**config.mk**
```make
export PLATFORM = sky130hd
export DESIGN_NAME = mfbr_ctrl
export DESIGN_NICKNAME = d
export VERILOG_FILES = /design/src/rtl/core/msb_first_bit_reader_core_macros.svh /design/src/rtl/core/mfbr_pkg.sv /design/src/rtl/core/mfbr_ctrl.sv
export SDC_FILE = /design/constraint.sdc
export NUM_CORES = 1
export LEC_CHECK = 0
export ABC_AREA = 0
export ABC_CLOCK_PERIOD_IN_PS = 1500
export CORE_AREA = 8 8 45 47
export DETAILED_ROUTE_END_ITERATION = 10
export DIE_AREA = 0 0 53 55
export DONT_BUFFER_PORTS = 1
export GPL_ROUTABILITY_DRIVEN = 0
export SLEW_MARGIN = 20
export SYNTH_ARGS = -nofsm -noshare
export SYNTH_HDL_FRONTEND = slang
export SYNTH_SLANG_ARGS = --single-unit
```
**constraint.sdc**
```tcl
create_clock -name clk -period 1.5 [get_ports clk]
set_input_delay 0.45 -clock clk [delete_from_list [all_inputs] [get_ports clk]]
set_output_delay 0.45 -clock clk [all_outputs]
set_load 0.05 [all_outputs]
```
**src/rtl/core/msb_first_bit_reader_core_macros.svh**
```systemverilog
// ----------------------------------------------------------------------------
// msb_first_bit_reader_core_macros.svh
// Assertion helpers for the MSB-first bit reader.
// ----------------------------------------------------------------------------
`ifndef MSB_FIRST_BIT_READER_CORE_MACROS_SVH
`define MSB_FIRST_BIT_READER_CORE_MACROS_SVH

// same-cycle implication, disabled in reset
`define MFBR_ASSERT_NOW(lbl, clk, rstn, ante, cons) \
  lbl: assert property (@(posedge clk) disable iff (!(rstn)) (ante) |-> (cons)) \
    else $error("mfbr assertion failed");

// next-cycle implication, disabled in reset
`define MFBR_ASSERT_NEXT(lbl, clk, rstn, ante, cons) \
  lbl: assert property (@(posedge clk) disable iff (!(rstn)) (ante) |=> (cons)) \
    else $error("mfbr assertion failed");

`endif

```
**src/rtl/core/mfbr_pkg.sv**
```systemverilog
// ----------------------------------------------------------------------------
// mfbr_pkg
// Types and constants shared by the MSB-first bit reader modules.
// ----------------------------------------------------------------------------
`timescale 1ns / 1ps
`default_nettype none

package mfbr_pkg;

  localparam int KIND_W  = 2;
  localparam int ADDR_W  = 12;
  localparam int DATA_W  = 8;
  localparam int COUNT_W = 16;
  localparam int VALUE_W = 64;
  localparam int LEN_W   = 13;
  localparam int POS_W   = 16;

  localparam logic [KIND_W-1:0] KIND_WRITE  = 2'd0;
  localparam logic [KIND_W-1:0] KIND_POP    = 2'd1;
  localparam logic [KIND_W-1:0] KIND_SKIP   = 2'd2;
  localparam logic [KIND_W-1:0] KIND_REWIND = 2'd3;

  localparam logic [COUNT_W-1:0] POP_MAX_BITS = 16'd64;

  typedef struct packed {
    logic [KIND_W-1:0]  kind;
    logic [ADDR_W-1:0]  byte_addr;
    logic [DATA_W-1:0]  byte_data;
    logic [COUNT_W-1:0] bit_count;
  } in_item_t;

  typedef struct packed {
    logic [VALUE_W-1:0] value;
    logic               ok;
    logic               at_end;
    logic [LEN_W-1:0]   remaining_bytes;
    logic [LEN_W-1:0]   consumed_bytes;
  } out_item_t;

  typedef struct packed {
    logic load;
    logic exec;
    logic issue;
    logic finish;
  } cmd_t;

  typedef struct packed {
    logic pop_go;
    logic last_issue;
  } sts_t;

endpackage

`default_nettype wire

```
**src/rtl/core/mfbr_ctrl.sv**
```systemverilog
// ----------------------------------------------------------------------------
// mfbr_ctrl
// Sequencer: accept, execute, byte read loop, result load.
// ----------------------------------------------------------------------------
`timescale 1ns / 1ps
`default_nettype none

module mfbr_ctrl (
  input  wire logic          clk,
  input  wire logic          rst_n,
  input  wire logic          in_valid,
  output logic               in_ready,
  output logic               out_valid,
  input  wire logic          out_ready,
  input  wire mfbr_pkg::sts_t sts,
  output mfbr_pkg::cmd_t     cmd
);
  import mfbr_pkg::*;

  localparam logic [2:0] S_IDLE  = 3'd0;
  localparam logic [2:0] S_EXEC  = 3'd1;
  localparam logic [2:0] S_READ  = 3'd2;
  localparam logic [2:0] S_DRAIN = 3'd3;
  localparam logic [2:0] S_DONE  = 3'd4;

  logic [2:0] state_r, state_nxt;
  logic       out_valid_r, out_valid_nxt;
  logic       out_free;

  assign out_free  = !out_valid_r || out_ready;
  assign in_ready  = (state_r == S_IDLE);
  assign out_valid = out_valid_r;

  always_comb begin
    state_nxt  = state_r;
    cmd        = '0;
    cmd.load   = in_valid && (state_r == S_IDLE);
    unique case (state_r)
      S_IDLE: begin
        if (in_valid) state_nxt = S_EXEC;
      end
      S_EXEC: begin
        cmd.exec  = 1'b1;
        state_nxt = sts.pop_go ? S_READ : S_DONE;
      end
      S_READ: begin
        cmd.issue = 1'b1;
        if (sts.last_issue) state_nxt = S_DRAIN;
      end
      S_DRAIN: begin
        state_nxt = S_DONE;
      end
      S_DONE: begin
        if (out_free) begin
          cmd.finish = 1'b1;
          state_nxt  = S_IDLE;
        end
      end
      default: begin
        state_nxt = S_IDLE;
      end
    endcase
  end

  always_comb begin
    out_valid_nxt = out_valid_r;
    if (cmd.finish) begin
      out_valid_nxt = 1'b1;
    end else if (out_ready) begin
      out_valid_nxt = 1'b0;
    end
  end

  always_ff @(posedge clk) begin
    if (!rst_n) begin
      state_r     <= S_IDLE;
      out_valid_r <= 1'b0;
    end else begin
      state_r     <= state_nxt;
      out_valid_r <= out_valid_nxt;
    end
  end

endmodule

`default_nettype wire

```
; After elaboration in Yosys (flattened, before gate mapping)
; Index checks and enable logic that the tools add are counted.
[classes]
n_eq_ne = 7
n_mux = 11
n_reduce_logical = 6
[ops]
columns = op, count
row1 = $pmux W3 S5, 1
row2 = $mux W3, 4
row3 = $eq A3 B2 Y1 const B, 2
row4 = $mux W1, 6
row5 = $ne A2 B2 Y1 const B, 3
row6 = $eq A3 B1 Y1 const B, 1
row7 = $eq A3 B3 Y1 const B, 1
row8 = $logic_not A3 Y1, 1
row9 = $reduce_and A3 Y1, 1
row10 = $reduce_bool A2 Y1, 1
row11 = $logic_and A1 B1 Y1, 1
row12 = $logic_not A1 Y1, 1
row13 = $logic_or A1 B1 Y1, 1
[totals]
register_bits = 4
in_bits = 6

; Depth between registers and ports, before layout
; Gate-level depths: netlist of run 1.
[depth]
word_depth = 5
depth_mapped = 3
depth_no_buf = 3

; Worst setup path after synthesis of run 1
; Ideal clock, no wire load.
[synth_timing]
kind = register -> output
startpoint = reg state_r[0]
endpoint = out cmd[3] in the netlist's numbering
t_arrival_ns = 2.060
slack_ns = -1.010
path_stages_with_launch = 3
path_cell_list = dfxtp_1 -> nor3_1 -> and2_1
[synth_lines]
columns = item, line_no
row1 = from (decl), mfbr_ctrl.sv:26  ; logic [2:0] state_r, state_nxt;
row2 = from (signal assigned), mfbr_ctrl.sv:79  ; state_r <= state_nxt;
row3 = to (decl), mfbr_ctrl.sv:16  ; output mfbr_pkg::cmd_t cmd

==> results of run 1 <==
==> worst paths after layout <==
path         startpoint  slack (ps)         end
max          state_r[2]         -90      cmd[3]
min               rst_n         330   out_valid
max reg2reg  state_r[2]         480  state_r[0]
min reg2reg  state_r[0]         490  state_r[0]
==> report_power, final <==
part           leakage, nW  internal (W)  total, W  switching, W
Combinational        0.130     0.0000465  0.000107     0.0000608
Sequential          0.0347      0.000112  0.000120    0.00000826
Clock               0.0138     0.0000901  0.000143     0.0000532
Total                0.178      0.000249  0.000371      0.000122
==> cells in the mapped netlist <==
library cell	instances	area (um2)
nand2b_1	1	6.26
inv_1	1	3.75
nand3_1	1	5.00
nand3b_1	1	7.51
buf_4	1	7.51
and3b_1	1	8.76
mux2i_1	1	10.0
nor3b_1	1	7.51
and2_1	1	6.26
o21a_1	1	7.51
nand4b_1	1	8.76
nor3b_2	1	12.5
nor3_1	2	10.0
o21ai_0	1	5.00
nor2b_1	2	12.5
nor4b_2	1	15.0
nand2_1	1	3.75
dfxtp_1	4	80.1
==> worst register-to-register path: cells and delay by family, from the launching register on <==
family | cells | cell delay, ps
simple gates | 1 | 240
buf+inv | 3 | 380
flops | 1 | 310
==> metal layers <==
metal	GRT usage (%)	vias up
li1	-	111
met1	4.10	98
met2	8.59	5
met3	2.94	3
met4	5.17	0
met5	0	-
==> logic make-up after synthesis <==
family	synth area share, %
compound gates	5.75
buf+inv	5.17
flops	36.8
mux	4.60
simple gates	47.7
==> placed cells by master (no fill, tap or decap), drive strengths merged, types with 2 or more instances in the layout <==
cell type	synthesis	final
nor3b	2	2
clkbuf	0	3
nor2b	2	2
nor3	2	2
buf	1	12
dfxtp	4	4
==> registers in the layout (all words and copies together), names as in the netlist <==
name	count
state_r	3
out_valid	1
==> cell type report <==
type                       instances  area (um2)  area share (%)
inverter                           1        3.75           0.915
clock buffer                       3        22.5            5.49
sequential                         4        87.6            21.3
multi-input combinational         17         159            38.7
tap                               16        20.0            4.88
timing repair buffer              12         118            28.7
==> what timing repair did <==
action,in CTS,in global routing
setup buffers,4,0
cloned,0,0
setup endpoints to repair,5,5
resized for setup,5,1
pin swaps,4,2
==> metrics by stage <==
step                TNS [ps]  worst slack, ps  hold slack, ps  cells  cell area [um2]
floorplan               -213             -143             510     23              253
global placement           0              170             500     46              338
detailed placement         0              156             499     46              338
CTS                     -308             -103             319     53              407
global route            -489             -143             326     53              410
finish                  -207            -86.8             333     53              410
==> metrics.txt, run 1 <==
global route overflow=0; worst-path fanout max=4; Die Width=around 53 um; yosys warns=0; Buf/Inv on CP=1; first-pass GRT wire length=1040 um; worst hold path depth=1; Register-to-Register Path Depth=4; CTS tree=built; setup violators final=5; Pwr Total=between 0.0003 and 0.0004 W; M1 wire length=174 um; met3 WL=between 40 and 50 um; pwr/cell area=904 nW/um2; CP Cell Sequence=buf_6 -> nor3_4 -> and2_4; net count after synthesis=29; failing checks=negative setup slack; Worst EP required=roughly 1100 ps; PortBufs=0; Final nets=45; Setup CP Type=register to output pin; Mapped Cells=23; vias after detailed routing=217; Core Footprint=~1400 um2; Root Driver=clkbuf_4; CP Depth=3; FMAX=roughly 630 MHz; die area=just under 3000 um2; CTS H-tree lvls=1; TritonCTS Sinks=4; # hold bufs at CTS=0; Post-route DRC=0; PnR worst setup slack=-86.8 ps; Pleak=between 0.15 and 0.2 nW; die height=about 55 um; fin. max-slew vios=0; initial core utilization=around 16%; CTS buffer count=3; Area Overhead vs Synth=88.5%; CP max stage delay=about 310 ps; post-synthesis sequential area ratio=~37%; global router's overall resource usage=5.14%; Post-DRT Antenna Nets=0; wire length on met2=339 um; Tightest Pin Transition=approximately 220 ps; floorplan row count=14; Final Util=29.7%; share of cells above drive strength 1=a little over two thirds; register bit total from synthesis=4; RSZ-0062 raised after global routing=yes; worst hold-check path type=input port to register; Final period util=106%; synthesized area per cell=approximately 9.5 um2; Worst setup EP type=output pin; vias per cell=between 4 and 5; startpoint types=register; worst relative slew slack=about 85%; Distinct cells, synth=18; clk_skew=4.21 ps; # fillers=~150; DP HPWL=approximately 450 um; largest net degree at the start of global routing=7; Iter 0 DRT Violations=0; CTS Buffer Depth=2; status=finished, violations left; critical-path cell with the highest stage delay=dfxtp_2; number of global-route vias before repair=roughly 250; IO Pins=12; 1st-pass router iterations=1; crit path DAT=about 1100 ps; Reg clk slew, reported paths=about 40 ps; antenna cells=0; drt total wl=slightly below 600 um; initial antenna violation count=0; CP top delay family=simple AND/OR/NAND/NOR gates; worst skew pair latency=roughly 240 ps; top sig layer=met4; Post-Syn Area=approximately 220 um2; endpoints failing hold=0; DR WL/cell=11.1 um; Peak VDD IR=0.252 mV; total of max-cap violations=0; post-route minimum period=~1600 ps
No activity file was read; power rests on OpenSTA's default activity.
==> run 2: changes to the inputs <==
--- a/config.mk
+++ b/config.mk
@@ -7,11 +7,14 @@
 export LEC_CHECK = 0
 export ABC_AREA = 0
 export ABC_CLOCK_PERIOD_IN_PS = 1500
+export CELL_PAD_IN_SITES_DETAIL_PLACEMENT = 1
+export CELL_PAD_IN_SITES_GLOBAL_PLACEMENT = 1
 export CORE_AREA = 8 8 45 47
 export DETAILED_ROUTE_END_ITERATION = 10
 export DIE_AREA = 0 0 53 55
 export DONT_BUFFER_PORTS = 1
 export GPL_ROUTABILITY_DRIVEN = 0
+export PLACE_DENSITY_LB_ADDON = 0.1
 export SLEW_MARGIN = 20
 export SYNTH_ARGS = -nofsm -noshare
 export SYNTH_HDL_FRONTEND = slang
==> run 2 against run 1 <==
  * The run still ends with negative setup slack left
  * Sequential cell count unchanged
  * Count of clock-buffer cells in the layout unchanged
  * Sequential power about the same
  * Die area unchanged
  * Non-clock buffer count decreased by 1
  * Core utilization unchanged
  * Total power decreased by 1.7%
  * Critical path depth unchanged
  * Register-to-register slack improved by 100 ps
  * Critical path type unchanged
  * Highest routed layer unchanged
==> metrics.txt, run 2 (same netlist as run 1, synthesis figures left out) <==
status=finished, violations left; failing checks=negative setup slack; CTS buffer count=3; drt total wl=between 700 and 800 um; Area Overhead vs Synth=88.5%; Core Footprint=approximately 1400 um2; die height=around 55 um; Reg clk slew, reported paths=approximately 40 ps; non-filler instance count after layout=52; IO Pins=12; setup violators final=4; post-route minimum period=between 1500 and 2000 ps; # hold bufs at CTS=0; FMAX=634 MHz; Tightest Pin Transition=slightly above 300 ps; critical-path cell with the highest stage delay=dfxtp_4; CTS tree=built; global route overflow=0; CP max stage delay=360 ps; floorplan row count=14; CTS H-tree lvls=1; number of global-route vias before repair=about 230; Peak VDD IR=0.315 mV; first-pass GRT wire length=~1100 um; worst-path fanout max=6; CP top delay family=simple AND/OR/NAND/NOR gates; CTS Buffer Depth=2; largest net degree at the start of global routing=7; vias after detailed routing=approximately 220; Post-route DRC=0; antenna cells=0; TNS Setup=-237 ps; Buf/Inv on CP=1; fin. max-slew vios=0; worst skew pair latency=230 ps; # fillers=160; PortBufs=0; vias per cell=4.17; 1st-pass router iterations=1; startpoint types=register; Root Driver=clkbuf_4; initial core utilization=between 15 and 20%; Iter 0 DRT Violations=0; Largest Register=state_r; global router's overall resource usage=5.84%; worst slack, placed=between 90 and 100 ps; worst hold-check path type=input port to register; endpoints failing hold=0; Worst EP required=1050 ps; worst relative slew slack=about 80%; RSZ-0062 raised after global routing=yes; Setup CP Type=register to output pin; share of cells above drive strength 1=between 60% and 70%; DR WL/cell=roughly 14 um; Final nets=44; Pleak=~0.17 nW; PnR worst setup slack=-78.1 ps; CP Cell Sequence=nor3b_2 -> nor2b_4 -> buf_6; most frequent cells in the layout=6 x buf_4, 4 x buf_6, 3 x clkbuf_4; crit path DAT=approximately 1100 ps; max reg flops=3; Post-DRT Antenna Nets=0; Die Width=53 um; die area=2920 um2; total of max-cap violations=0; TritonCTS Sinks=4; Worst setup EP type=output pin; clk_skew=around 0.36 ps; pwr/cell area=about 890 nW/um2; placed insts=45; commonest non-fill, non-tap cell in the layout=buf_4; initial antenna violation count=0; Final period util=105%
## run 2: changes by cell type in the layout (fill, tap and decap cells not counted), sizes merged
cell | previous run | this run
buf | 12 | 11
## run 2: metal layers
| metal | GRT usage [%] | up-vias | part of all wire [%] |
|---|---|---|---|
| met5 | 0 | - | 0 |
| met4 | 6.47 | 0 | 1.2 |
| met3 | 3.21 | 2 | 9.2 |
| met2 | 7.62 | 6 | 48 |
| met1 | 6.21 | 100 | 41 |
| li1 | - | 109 | - |
## run 2: area by class of cell
cell class,count,area (um2),area share (%)
repair buffers,11,110,26.8
inverters,1,3.75,0.915
flip-flops and latches,4,90.1,22.0
well taps,16,20.0,4.88
multi-input cells,17,164,39.9
clock buffers,3,22.5,5.49
## run 2: worst paths after layout
path                            startpoint    endpoint  slack (ps)  cells past startpoint
worst max-delay path            state_r[0]      cmd[0]         -80                      3
worst min-delay path                 rst_n   out_valid         340                      1
worst max register to register  state_r[0]  state_r[1]         580                      4
worst min register to register  state_r[0]  state_r[0]         470                      1
## run 2: worst register-to-register path, stage by stage, from the launching register on
cell and delay, ps:
dfxtp_4 360, buf_4 140, nand3b_1 70, o21ai_0 70, and3b_1 170
## run 2: metrics by stage
step,hold WS [ps],cell area (um2),power (W),util (%)
after floorplan,510,253,0.000194,-
after global placement,562,330,0.000217,23.9
after detailed placement,568,330,0.000218,23.9
after CTS,332,405,0.000373,29.3
after global routing,334,410,0.000388,29.7
final,338,410,0.000365,29.7
## run 2: power breakdown
group	switching (W)	internal, W
Clock	0.0000464	0.0000897
Sequential	0.00000832	0.000111
Combinational	0.0000618	0.0000470
Total	0.000117	0.000248
## run 2: what timing repair did
action / in CTS / in global routing
buffers inserted: 4 / 0
endpoints found under the setup margin: 5 / 5
pin swaps: 4 / 2
resized for setup: 7 / 1
